--- config.mk ---
export PLATFORM = sky130hd
export DESIGN_NAME = spm_queue
export DESIGN_NICKNAME = d
export VERILOG_FILES = /design/src/spm_pkg.sv /design/src/spm_queue.sv
export SDC_FILE = /design/constraint.sdc
export NUM_CORES = 1
export LEC_CHECK = 0
export ABC_CLOCK_PERIOD_IN_PS = 2800
export BUFFER_PORTS_ARGS = -buffer_cell sky130_fd_sc_hd__buf_2
export CORE_ASPECT_RATIO = 1.1
export CORE_MARGIN = 2
export CORE_UTILIZATION = 51
export DETAILED_ROUTE_END_ITERATION = 7
export PLACE_DENSITY = 0.82
export SLEW_MARGIN = 10
export SYNTH_ARGS = -nofsm -noshare
export SYNTH_HDL_FRONTEND = slang
export SYNTH_SLANG_ARGS = --single-unit
--- constraint.sdc ---
create_clock -name clock -period 2.8 [get_ports clock]
set_clock_uncertainty 0.1 [all_clocks]
set_input_delay 0.56 -clock clock [delete_from_list [all_inputs] [get_ports clock]]
set_output_delay 0.56 -clock clock [all_outputs]
set_load 0.01 [all_outputs]
--- src/spm_pkg.sv ---
// ----------------------------------------------------------------------------
// spm_pkg
// Shared types and constants of the sparse polynomial multiplier.
// ----------------------------------------------------------------------------
package spm_pkg;

   // Sizes
   localparam int MAX_TERMS     = 8;
   localparam int PRODUCT_SLOTS = 512;
   localparam int QUEUE_DEPTH   = 2;

   // Field widths
   localparam int ACT_W   = 2;
   localparam int COEF_W  = 16;
   localparam int EXP_W   = 8;
   localparam int PCOEF_W = 40;
   localparam int PEXP_W  = 9;
   localparam int PROD_W  = 2 * COEF_W;

   // Derived widths
   localparam int IDX_W   = (MAX_TERMS > 1) ? $clog2(MAX_TERMS) : 1;
   localparam int CNT_W   = $clog2(MAX_TERMS + 1);
   localparam int SLOT_W  = $clog2(PRODUCT_SLOTS);
   localparam int SCAN_W  = SLOT_W + 1;
   localparam int ENTRY_W = PCOEF_W + 1;
   localparam int CSR_AW  = 2;
   localparam int CSR_DW  = 32;

   typedef enum logic [ACT_W-1:0] {
      ACT_LOAD_FIRST  = 2'd0,
      ACT_LOAD_SECOND = 2'd1,
      ACT_MULTIPLY    = 2'd2,
      ACT_CLEAR       = 2'd3
   } action_type;

   typedef struct packed {
      action_type               action;
      logic signed [COEF_W-1:0] coefficient;
      logic [EXP_W-1:0]         exponent;
   } cmd_type;

   typedef enum logic [2:0] {
      BK_CLEAR,
      BK_IDLE,
      BK_MUL_RD,
      BK_MUL_WR,
      BK_SCAN,
      BK_FLUSH
   } back_state_type;

   typedef struct packed {
      logic clearing;
      logic idle;
   } back_status_type;

endpackage

--- src/spm_queue.sv ---
// ----------------------------------------------------------------------------
// spm_queue
// Short command queue between the front and the back.
// ----------------------------------------------------------------------------
module spm_queue (
   input  logic             clock,
   input  logic             reset,
   input  logic             push,
   input  spm_pkg::cmd_type push_cmd,
   output logic             full,
   input  logic             pop,
   output logic             head_valid,
   output spm_pkg::cmd_type head_cmd
);

   localparam int PTR_W = (spm_pkg::QUEUE_DEPTH > 1) ? $clog2(spm_pkg::QUEUE_DEPTH) : 1;
   localparam int FILL_W = $clog2(spm_pkg::QUEUE_DEPTH + 1);

   spm_pkg::cmd_type  slot_ff [spm_pkg::QUEUE_DEPTH];
   logic [PTR_W-1:0]  wr_ptr_ff, wr_ptr_in;
   logic [PTR_W-1:0]  rd_ptr_ff, rd_ptr_in;
   logic [FILL_W-1:0] fill_ff, fill_in;

   assign full       = (fill_ff == FILL_W'(spm_pkg::QUEUE_DEPTH));
   assign head_valid = (fill_ff != '0);
   assign head_cmd   = slot_ff[rd_ptr_ff];

   // pointer and fill update
   always_comb begin
      wr_ptr_in = wr_ptr_ff;
      rd_ptr_in = rd_ptr_ff;
      fill_in   = fill_ff;
      if (push) begin
         wr_ptr_in = (wr_ptr_ff == PTR_W'(spm_pkg::QUEUE_DEPTH - 1)) ? '0 : wr_ptr_ff + 1'b1;
      end
      if (pop) begin
         rd_ptr_in = (rd_ptr_ff == PTR_W'(spm_pkg::QUEUE_DEPTH - 1)) ? '0 : rd_ptr_ff + 1'b1;
      end
      if (push && !pop) begin
         fill_in = fill_ff + 1'b1;
      end else if (pop && !push) begin
         fill_in = fill_ff - 1'b1;
      end
   end

   always_ff @(posedge clock) begin
      if (reset) begin
         wr_ptr_ff <= '0;
         rd_ptr_ff <= '0;
         fill_ff   <= '0;
      end else begin
         wr_ptr_ff <= wr_ptr_in;
         rd_ptr_ff <= rd_ptr_in;
         fill_ff   <= fill_in;
      end
   end

   // payload storage
   always_ff @(posedge clock) begin
      if (push) begin
         slot_ff[wr_ptr_ff] <= push_cmd;
      end
   end

endmodule

======== After elaboration in Yosys (flattened, before gate mapping) ========
Memories as Yosys holds them, arrays and structs flattened. A register that Yosys moved wholly into a read port is not among the register bits.
Cells that the tools add are included.
storage, ports and cells
  bits in registers ....................... 4
  RAM bits ................................ 52
  input port bits ......................... 30
  output and inout port bits .............. 28
  logic and storage cells ................. 23
  memories kept ........................... 1
operators by class
  add/subtract/negate cells ............... 4
  equality and inequality tests ........... 1
  mux-type cells .......................... 8
  reduce and logical (&&, ||, !) cells .... 6
memories
  memory   words  bits a word  read ports  clocked after memory_dff  write ports  line             source
  slot_ff  2      26           1           1                         1            spm_queue.sv:19  spm_pkg::cmd_type slot_ff [spm_pkg::QUEUE_DEPTH];
operators with widths
  operator                                          count
  2-to-1 mux 1 bit                                  6
  2-to-1 mux 2 bit                                  2
  nonzero test 2 bit                                2
  adder 1 bit, second input constant                2
  adder 2 x 1 -> 2 bit, second input constant       1
  == test 2 bit, second input constant              1
  logical AND 1 bit                                 2
  logical NOT 1 bit                                 2
  subtractor 2 x 1 -> 2 bit, second input constant  1

======== Logic depth before layout (Yosys ltp) ========
Gate-level depths: netlist of the first run.
  depth after elaboration ................. 4
  mapped depth ............................ 5
  depth with buffers taken out ............ 5

======== Worst setup path before layout of the first run ========
No wires, ideal clock.
  path kind ............................... input -> register
  from .................................... in push
  to ...................................... mem slot_ff[0][0] (netlist name) (enable)
  library setup time ...................... 0.412 ns
  arrival time ............................ 1.751 ns
  setup slack ............................. 0.537 ns
  stages on the path ...................... 1
  cells stage by stage .................... nor2b_1
between the ends
  longest elaborated chain between the ends .. 2
ends and longest elaborated chain
  item                                    line             source
  from (decl)                             spm_queue.sv:8   input logic push,
  2-to-1 mux 1 bit                        spm_queue.sv:60  if (push) begin
  2-to-1 mux 1 bit (not written as such)  spm_queue.sv:61  slot_ff[wr_ptr_ff] <= push_cmd;
  to (decl)                               spm_queue.sv:19
Every way passes these cells.

==> flow_metrics.tcl, run 1 <==
set metrics [dict create \
    synth_top_area_cell "edfxtp_1" \
    syn_area_mm2 0.00209 \
    switching_power_uw 395 \
    place_inst 212 \
    use_met2_pct 25.4 \
    ys_ff_latch 57 \
    synth_cell_type_count 17 \
    syn_inst 103 \
    diodes 0 \
    fillers 296 \
    critical_path_buf_inv_count 2 \
    nets 202 \
    wl_per_cell_um 14.5 \
    dp_slack_ns 0.843 \
    p_int_uw 1400 \
    tns_ns 0 \
    final_cell_mix "57 x buf_2, 52 x edfxtp_1, 26 x mux2_2" \
    finalSetupViolCount 0 \
    slowest_stage "dfxtp_1" \
    ir_worst_vdd_v 0.000410 \
    p_per_area_mw_per_mm2 691 \
    drive_above_1_share_pct 57.7 \
    arrival_ns 1.63 \
    tritoncts "done" \
    io_buffers 57 \
    path_clk_slew_ns 0.06 \
    grtUsageMet1_pct 17.7 \
    drtAntennaViolNets 0 \
    grt_use_met3_pct 5.41 \
    slowest_delay_ns 0.44 \
    reg2reg_depth 2 \
    setup.worst_path.class "register to output port" \
    drtIter0Drc 48 \
    die-area_mm2 0.00463 \
    cts.repair.resized 0 \
    drv_slew 0 \
    num_vias 1117 \
    io-pin-count 58 \
    crit_path_max_fanout 21 \
    postSynthAreaPerCell_um2 20.3 \
    stdcell_count 227 \
    start_kind "register" \
    crit_family "buffers and inverters" \
    r2r_start "wr_ptr_ff$_SDFFE_PP0P_" \
    place_congestion 0.645 \
    track_usage_pct 15.5 \
    cts_max_level 3 \
    hold_violations 0 \
    slew_headroom_pct 79.3 \
    drt-total-wl_mm 3.29 \
    cts_buffers 9 \
    pwr-share-clk_pct 31.9 \
    ys_warn_count 0 \
    clock-root-buffer "clkbuf_8" \
    cts_sinks 57 \
    initial_core_util_pct 52.8 \
    num_rows 24 \
    cp.depth 3 \
    worstReg2RegEnd "slot_ff[1][16]$_DFFE_PP_" \
    cts_hold_buf 0 \
    max_freq_ghz 0.436 \
    grt_max_degree 22 \
    hold_path.class "primary input to register" \
    synth_top_area_share_pct 74.6 \
    reg2reg_slack_ns 1.33 \
    final.min_clock_period_ns 2.29 \
    endpoint_kind "output port" \
    min_period_over_period_pct 81.8 \
    drv_cap 0 \
    required_ns 2.14 \
    post_cts_buffers 0 \
    seq_area_frac_synth_pct 79.4 \
    die_height_um 71.2 \
    seq_power_share_pct 56.3 \
    drc 0 \
    drt-pass1-iter-count 4 \
    core_area_mm2 0.00396 \
    min_from "push_cmd[3]" \
    grt_pass1_wl_mm 5.04 \
    combPwrFrac_pct 11.8 \
    clock_latency_ns 0.31 \
    crit_chain "buf_4 > mux2_2 > buf_2" \
    grt_overflow 0 \
    rsz0062_at_grt "false" \
    whs_path_depth 1 \
    swShare_pct 22.1 \
    area_growth_pct 23.8 \
    cts.path.max_buffers 2 \
    synth.area.top_cells "edfxtp_1 75%, mux2_2 14%, dfxtp_1 4.8%" \
    worst_slack_ns 0.509 \
    die_w_um 65.1 \
    worstHoldEndpoint "slot_ff[0][3]$_DFFE_PP_" \
    status "completed" \
    grt_pass1_vias 1146 \
    final_common_cell "buf_2" \
    antenna_found_initial 0 \
    worst_slew_pin_slew_ns 0.309 \
    busiest_layer "met2" \
    p_leak_uw 0.00101 \
    hpwl_mm 2.29 \
    vias_per_cell 4.92 \
    synth_nets 134 \
]
## worst register-to-register path, stage by stage (launching register included)
cell and delay, ns:
dfxtp_1 0.37, and2_1 0.31, buf_4 0.36
## per-layer routing
metal | up-vias | share of wire (%)
met3 | 6 | 6.6
li1 | 531 | -
met2 | 43 | 50
met4 | 0 | 1.8
met5 | - | 0
met1 | 537 | 42
## synthesized netlist by cell type (all sizes together)
library cell   n
and2           1
nor2           4
buf            3
a21oi          1
xor2           2
edfxtp        52
inv            1
or3            1
ha             1
o21ai          1
and2b          1
dfxtp          5
nor2b          1
mux2          26
or2            1
xnor2          2
## flip-flops by register name, indices dropped and copies added (netlist names), named ones only
name / flops
wr_ptr_ff: 1
rd_ptr_ff: 1
fill_ff: 2
slot_ff: 52
## power groups by stage
stage	sequential (uW)	clock, uW	combinational [uW]
after floorplan	1020	0	131
after global placement	1020	0	207
after detailed placement	1030	0	213
after CTS	1010	596	215
after global routing	1010	629	229
final	1010	572	210
## cells by family (layout without fill, tap and decap cells)
logic type | count (synthesis) | after routing | synth area share (%)
flops | 57 | 57 | 79.4
mux | 26 | 26 | 14.0
simple gates | 9 | 9 | 2.33
xor+xnor | 4 | 4 | 1.67
buf+inv | 4 | 76 | 1.49
compound gates | 2 | 2 | 0.478
fa+ha+maj | 1 | 1 | 0.598
## how the worst max path moves through the flow
stage	startpoint	slack, ns	end
4_1_cts	register	0.48	head_cmd[5]
5_1_grt	register	0.39	head_cmd[5]
3_5_place_dp	register	0.84	head_cmd[5]
6_report	register	0.51	head_cmd[5]
2_1_floorplan	push	0.54	slot_ff[0][0]$_DFFE_PP_
3_3_place_gp	register	0.86	head_cmd[5]
## final cells by class
type | count | area (um^2) | share of cell area (%)
clock inverter | 6 | 26.3 | 1.01
inverter | 1 | 3.75 | 0.145
sequential | 57 | 1660 | 64.2
clock buffer | 9 | 124 | 4.78
multi-input combinational | 42 | 402 | 15.5
timing repair buffer | 60 | 308 | 11.9
tap | 52 | 65.1 | 2.51
## through the flow
stage / total power [uW] / utilization [%] / instance area [um^2] / hold WS [ns]
after global routing: 1870 / 65.3 / 2590 / 0.312
after global placement: 1230 / 61.6 / 2440 / 0.371
after CTS: 1820 / 65.3 / 2590 / 0.312
final: 1790 / 65.3 / 2590 / 0.332
after floorplan: 1150 / - / 2090 / 0.356
after detailed placement: 1240 / 61.6 / 2440 / 0.423
(Power assumes the default switching activity.)
==> inputs of run 2 (changes only) <==
--- a/config.mk
+++ b/config.mk
@@ -5,13 +5,14 @@
 export SDC_FILE = /design/constraint.sdc
 export NUM_CORES = 1
 export LEC_CHECK = 0
-export ABC_CLOCK_PERIOD_IN_PS = 2800
+export ABC_AREA = 1
+export ABC_CLOCK_PERIOD_IN_PS = 2050
 export BUFFER_PORTS_ARGS = -buffer_cell sky130_fd_sc_hd__buf_2
 export CORE_ASPECT_RATIO = 1.1
 export CORE_MARGIN = 2
-export CORE_UTILIZATION = 51
+export CORE_UTILIZATION = 46
 export DETAILED_ROUTE_END_ITERATION = 7
-export PLACE_DENSITY = 0.82
+export PLACE_DENSITY = 0.78
 export SLEW_MARGIN = 10
 export SYNTH_ARGS = -nofsm -noshare
 export SYNTH_HDL_FRONTEND = slang
==> constraint.sdc (replaced) <==
create_clock -name clock -period 2.05 [get_ports clock]
set_clock_uncertainty 0.1 [all_clocks]
set_input_delay 0.41 -clock clock [delete_from_list [all_inputs] [get_ports clock]]
set_output_delay 0.41 -clock clock [all_outputs]
set_load 0.01 [all_outputs]
==> flow_metrics.tcl, run 2 <==
set metrics [dict create \
    path_clk_slew_ns 0.06 \
    drt-pass1-iter-count 6 \
    grt_max_degree 27 \
    synth_nets 145 \
    grt_pass1_wl_mm 5.59 \
    die-area_mm2 0.00537 \
    async_flop_share_pct 0 \
    hpwl_mm 2.51 \
    reg.largest.list "slot_ff x52, fill_ff x2" \
    synth_edf_count 52 \
    status "completed" \
    nets 214 \
    drv_cap 0 \
    crit_chain "buf_4 > mux2_4 > buf_2" \
    min_period_over_period_pct 93.0 \
    final_cell_mix "57 x buf_2, 52 x edfxtp_1, 20 x mux2_4" \
    synth_flop_cell "edfxtp_1" \
    use_met2_pct 24.2 \
    largest_reg_flops 52 \
    wl_per_cell_um 14.4 \
    drtIter0Drc 72 \
    final.min_clock_period_ns 1.91 \
    crit_family "buffers and inverters" \
    synthMuxAreaShare_pct 16.7 \
    drive_above_1_share_pct 53.2 \
    syn_area_mm2 0.00221 \
    area_growth_pct 22.6 \
    diodes 0 \
    rsz0062_at_grt "false" \
    cts_hold_buf 0 \
    cts.repair.resized 0 \
    hold_path.class "primary input to register" \
    synth.most_common_cell "edfxtp_1" \
    synth_simple_gate_area_share_pct 2.78 \
    synth_xor_area_share_pct 0.397 \
    drtAntennaViolNets 0 \
    die_w_um 70.0 \
    ys_ff_latch 57 \
    final_common_cell "buf_2" \
    cts.path.max_buffers 2 \
    tns_ns 0 \
    ir_worst_vdd_v 0.000423 \
    stdcell_count 244 \
    seq_area_frac_synth_pct 75.3 \
    cts_sinks 57 \
    num_vias 1179 \
    crit_path_max_fanout 16 \
    start_kind "register" \
    critical_path_buf_inv_count 2 \
    antenna_found_initial 0 \
    setup.worst_path.class "register to output port" \
    required_ns 1.54 \
    min_from "push_cmd[1]" \
    place_congestion 0.779 \
    grtUsageMet1_pct 14.5 \
    drc 0 \
    io_buffers 57 \
    p_leak_uw 0.00112 \
    slowest_stage "mux2_4" \
    p_per_area_mw_per_mm2 931 \
    synth.area.top_cells "edfxtp_1 71%, mux2_4 14%, dfxtp_1 4.5%" \
    ys_warn_count 0 \
    syn_inst 114 \
    hold_violations 0 \
    synth_top_area_cell "edfxtp_1" \
    tritoncts "done" \
    slowest_delay_ns 0.33 \
    finalSetupViolCount 0 \
    cts_max_level 3 \
    die_height_um 76.7 \
    place_inst 228 \
    max_freq_ghz 0.525 \
    initial_core_util_pct 47.8 \
    grt_overflow 0 \
    synth_commonest_cells "52 x edfxtp_1, 20 x mux2_4, 9 x inv_1" \
    io-pin-count 58 \
    grt_pass1_vias 1202 \
    core_area_mm2 0.00462 \
    synth_compound_area_share_pct 0.454 \
    worst_slew_pin_slew_ns 0.341 \
    placed_area_mm2 0.00254 \
    cts_buffers 9 \
    vias_per_cell 4.83 \
    synth_cell_type_count 16 \
    clock-root-buffer "clkbuf_8" \
    fillers 379 \
    busiest_layer "met2" \
    arrival_ns 1.40 \
    drv_slew 0 \
    slew_headroom_pct 77.2 \
    final_util_pct 58.6 \
    synth_top_area_share_pct 70.7 \
    synthAdderAreaFrac_pct 0.567 \
    grt_use_met3_pct 5.12 \
    r2r_start "wr_ptr_ff$_SDFFE_PP0P_" \
    endpoint_kind "output port" \
    hold_ws_ns 0.179 \
    num_rows 26 \
    track_usage_pct 14.1 \
    fin_area_mm2 0.00271 \
    largest_register "slot_ff" \
    clock_latency_ns 0.31 \
    postSynthAreaPerCell_um2 19.4 \
    drt-total-wl_mm 3.51 \
    synth_top_family_by_area "multiplexers" \
    post_cts_buffers 0 \
]
run 2: cell count changes in the layout (fill, tap and decap cells not counted), moves of 2 or more:
cell | previous run | this run
xor2_1 | 2 | 0
clkinv_1 | 3 | 0
nand2_1 | 0 | 6
clkinv_2 | 3 | 1
mux2_4 | 0 | 20
clkbuf_1 | 0 | 5
mux2_2 | 26 | 6
inv_1 | 1 | 9
run 2: worst paths after layout:
kind	slack, ns	cells past startpoint	endpoint
setup reg to reg	0.79	3	slot_ff[1][7]$_DFFE_PP_
hold reg to reg	0.42	2	wr_ptr_ff$_SDFFE_PP0P_
setup / recovery	0.14	3	head_cmd[1]
hold / removal	0.18	1	slot_ff[1][1]$_DFFE_PP_
run 2: worst reg2reg max path, delay by kind of cell (launching register included):
family	cells	cell delay, ns
buffers and inverters	2	0.40
DFF	1	0.36
and+or+nand+nor	1	0.06
run 2: cell families (layout without fill, tap and decap cells):
kind of cell / Yosys count / count (layout)
buf+inv: 12 / 86
mux: 26 / 26
fa+ha+maj: 1 / 1
xor+xnor: 1 / 1
flops: 57 / 57
compound gates: 2 / 2
simple gates: 15 / 15
run 2: metrics by stage:
stage	setup slack, ns	total power [uW]
global route	0.0678	2630
detailed placement	0.466	1700
finish	0.143	2520
floorplan	0.432	1590
global placement	0.487	1680
CTS	0.116	2550
run 2: final cells by class:
class	count	area, um^2	area share (%)
Multi-Input combinational cell	45	463	17.1
Timing Repair Buffer	61	315	11.7
Tap cell	56	70.1	2.59
Clock inverter	1	5.00	0.185
Sequential cell	57	1660	61.4
Clock buffer	15	156	5.78
Inverter	9	33.8	1.25
run 2: routing by layer:
layer  wire (um)  vias up  part of all wire (%)
met4          74        0                   2.1
met5           0        -                     0
met3         181        6                   5.2
li1            -      560                     -
met1        1320      576                    37
met2        1940       37                    55
run 2: power by group:
part / internal (uW) / leakage [uW] / switching [uW]
clock network: 472 / 0.0000817 / 380
logic: 156 / 0.000509 / 150
registers: 1340 / 0.000530 / 19.9
total: 1970 / 0.00112 / 550
==> inputs of run 3 (changes only) <==
--- a/config.mk
+++ b/config.mk
@@ -7,7 +7,7 @@
 export LEC_CHECK = 0
 export ABC_AREA = 1
 export ABC_CLOCK_PERIOD_IN_PS = 2050
-export BUFFER_PORTS_ARGS = -buffer_cell sky130_fd_sc_hd__buf_2
+export BUFFER_PORTS_ARGS = -buffer_cell sky130_fd_sc_hd__buf_4
 export CORE_ASPECT_RATIO = 1.1
 export CORE_MARGIN = 2
 export CORE_UTILIZATION = 46
==> flow_metrics.tcl, run 3 (same netlist as run 2, synthesis figures left out) <==
set metrics [dict create \
    final.min_clock_period_ns 1.91 \
    drv_slew 0 \
    regArea_mm2 0.00166 \
    tritoncts "done" \
    crit_path_max_fanout 18 \
    final_util_pct 63.0 \
    endpoint_kind "output port" \
    clock-root-buffer "clkbuf_8" \
    drtAntennaViolNets 0 \
    multi_input_area_um2 463 \
    diodes 0 \
    worst_slack_ns 0.143 \
    die_height_um 76.7 \
    p_leak_uw 0.00120 \
    antenna_found_initial 0 \
    place_congestion 0.757 \
    drt-pass1-iter-count 4 \
    cts_hold_buf 0 \
    cts_sinks 57 \
    area_growth_pct 31.8 \
    track_usage_pct 14.6 \
    hold_path.class "primary input to register" \
    slew_headroom_pct 85.2 \
    finalSetupViolCount 0 \
    grt_overflow 0 \
    min_period_over_period_pct 93.0 \
    io-pin-count 58 \
    status "completed" \
    placed_area_mm2 0.00270 \
    io_buffers 57 \
    grt_pass1_vias 1275 \
    initial_core_util_pct 47.8 \
    worstReg2RegEnd "slot_ff[1][5]$_DFFE_PP_" \
    whs_path_depth 1 \
    drc 0 \
    final_common_cell "buf_4" \
    hold_violations 0 \
    min_from "push_cmd[21]" \
    grt_max_degree 19 \
    arrival_ns 1.40 \
    die-area_mm2 0.00537 \
    worstHoldEndpoint "slot_ff[1][21]$_DFFE_PP_" \
    max_freq_ghz 0.524 \
    hpwl_mm 2.65 \
    required_ns 1.54 \
    clock_latency_ns 0.31 \
    dp_slack_ns 0.393 \
    drt-total-wl_mm 3.60 \
    fin_area_mm2 0.00291 \
    vias_per_cell 4.71 \
    reg2reg_depth 3 \
    rsz0062_at_grt "false" \
    reg.largest.list "slot_ff x52, fill_ff x2" \
    wl_per_cell_um 14.7 \
    tns_ns 0 \
    drtIter0Drc 75 \
    power.total_uw 2780 \
    die_w_um 70.0 \
    drive_above_1_share_pct 53.7 \
    cts_buffers 9 \
    grt_pass1_wl_mm 5.72 \
    reg2reg_slack_ns 0.93 \
    post_cts_buffers 0 \
    r2r_start "wr_ptr_ff$_SDFFE_PP0P_" \
    largest_reg_flops 52 \
    core_area_mm2 0.00462 \
    final_cell_mix "62 x buf_4, 52 x edfxtp_1, 20 x mux2_4" \
    p_per_area_mw_per_mm2 954 \
    nets 216 \
    num_vias 1158 \
    path_clk_slew_ns 0.06 \
    cts_max_level 3 \
    setup.worst_path.class "register to output port" \
    drv_cap 0 \
    cts.path.max_buffers 2 \
    start_kind "register" \
    largest_register "slot_ff" \
    ir_worst_vdd_v 0.000683 \
    worst_slew_pin_slew_ns 0.222 \
    fillers 331 \
    num_rows 26 \
]
## run 3: how the worst max path moves through the flow
stage | endpoint | cells past startpoint | start | slack, ns
floorplan | slot_ff[0][0]$_DFFE_PP_ | 2 | push | 0.43
global placement | head_cmd[13] | 3 | register | 0.43
detailed placement | head_cmd[5] | 3 | register | 0.39
CTS | head_cmd[5] | 3 | register | 0.04
global route | head_cmd[5] | 3 | register | 0.06
finish | head_cmd[5] | 3 | register | 0.14
## run 3: worst max-delay path, stage by stage (launching register included)
cell and delay [ns]:
dfxtp_2 0.34, buf_6 0.23, mux2_2 0.37, buf_4 0.14
## run 3: area by class of cell
| type | instances | share of cell area, % |
|---|---|---|
| Sequential cell | 57 | 57.2 |
| Timing Repair Buffer | 63 | 16.4 |
| Clock buffer | 12 | 4.65 |
| Tap cell | 56 | 2.41 |
| Clock inverter | 4 | 2.32 |
| Multi-Input combinational cell | 45 | 15.9 |
| Inverter | 9 | 1.16 |
## run 3: power by group
part / total [uW] / internal [uW] / switching, uW
logic: 359 / 205 / 153
registers: 1360 / 1340 / 20.1
clock network: 1050 / 677 / 378
## run 3: metal layers
metal	GRT usage, %	vias up	part of all wire, %
li1	-	563	-
met1	14.5	556	37
met2	25.3	33	56
met3	5.52	6	5.3
met4	9.23	0	2.3
met5	0	-	0
## run 3: stage by stage
stage / hold WS (ns) / std cells
after floorplan: 0.380 / 114
after global placement: 0.402 / 230
after detailed placement: 0.403 / 230
after CTS: 0.156 / 246
after global routing: 0.148 / 246
final: 0.174 / 246
## run 3: timing repair
action	4_1_cts	5_1_grt
gates resized for setup	0	1
endpoints found under the hold margin	0	0
endpoints found under the setup margin	0	6
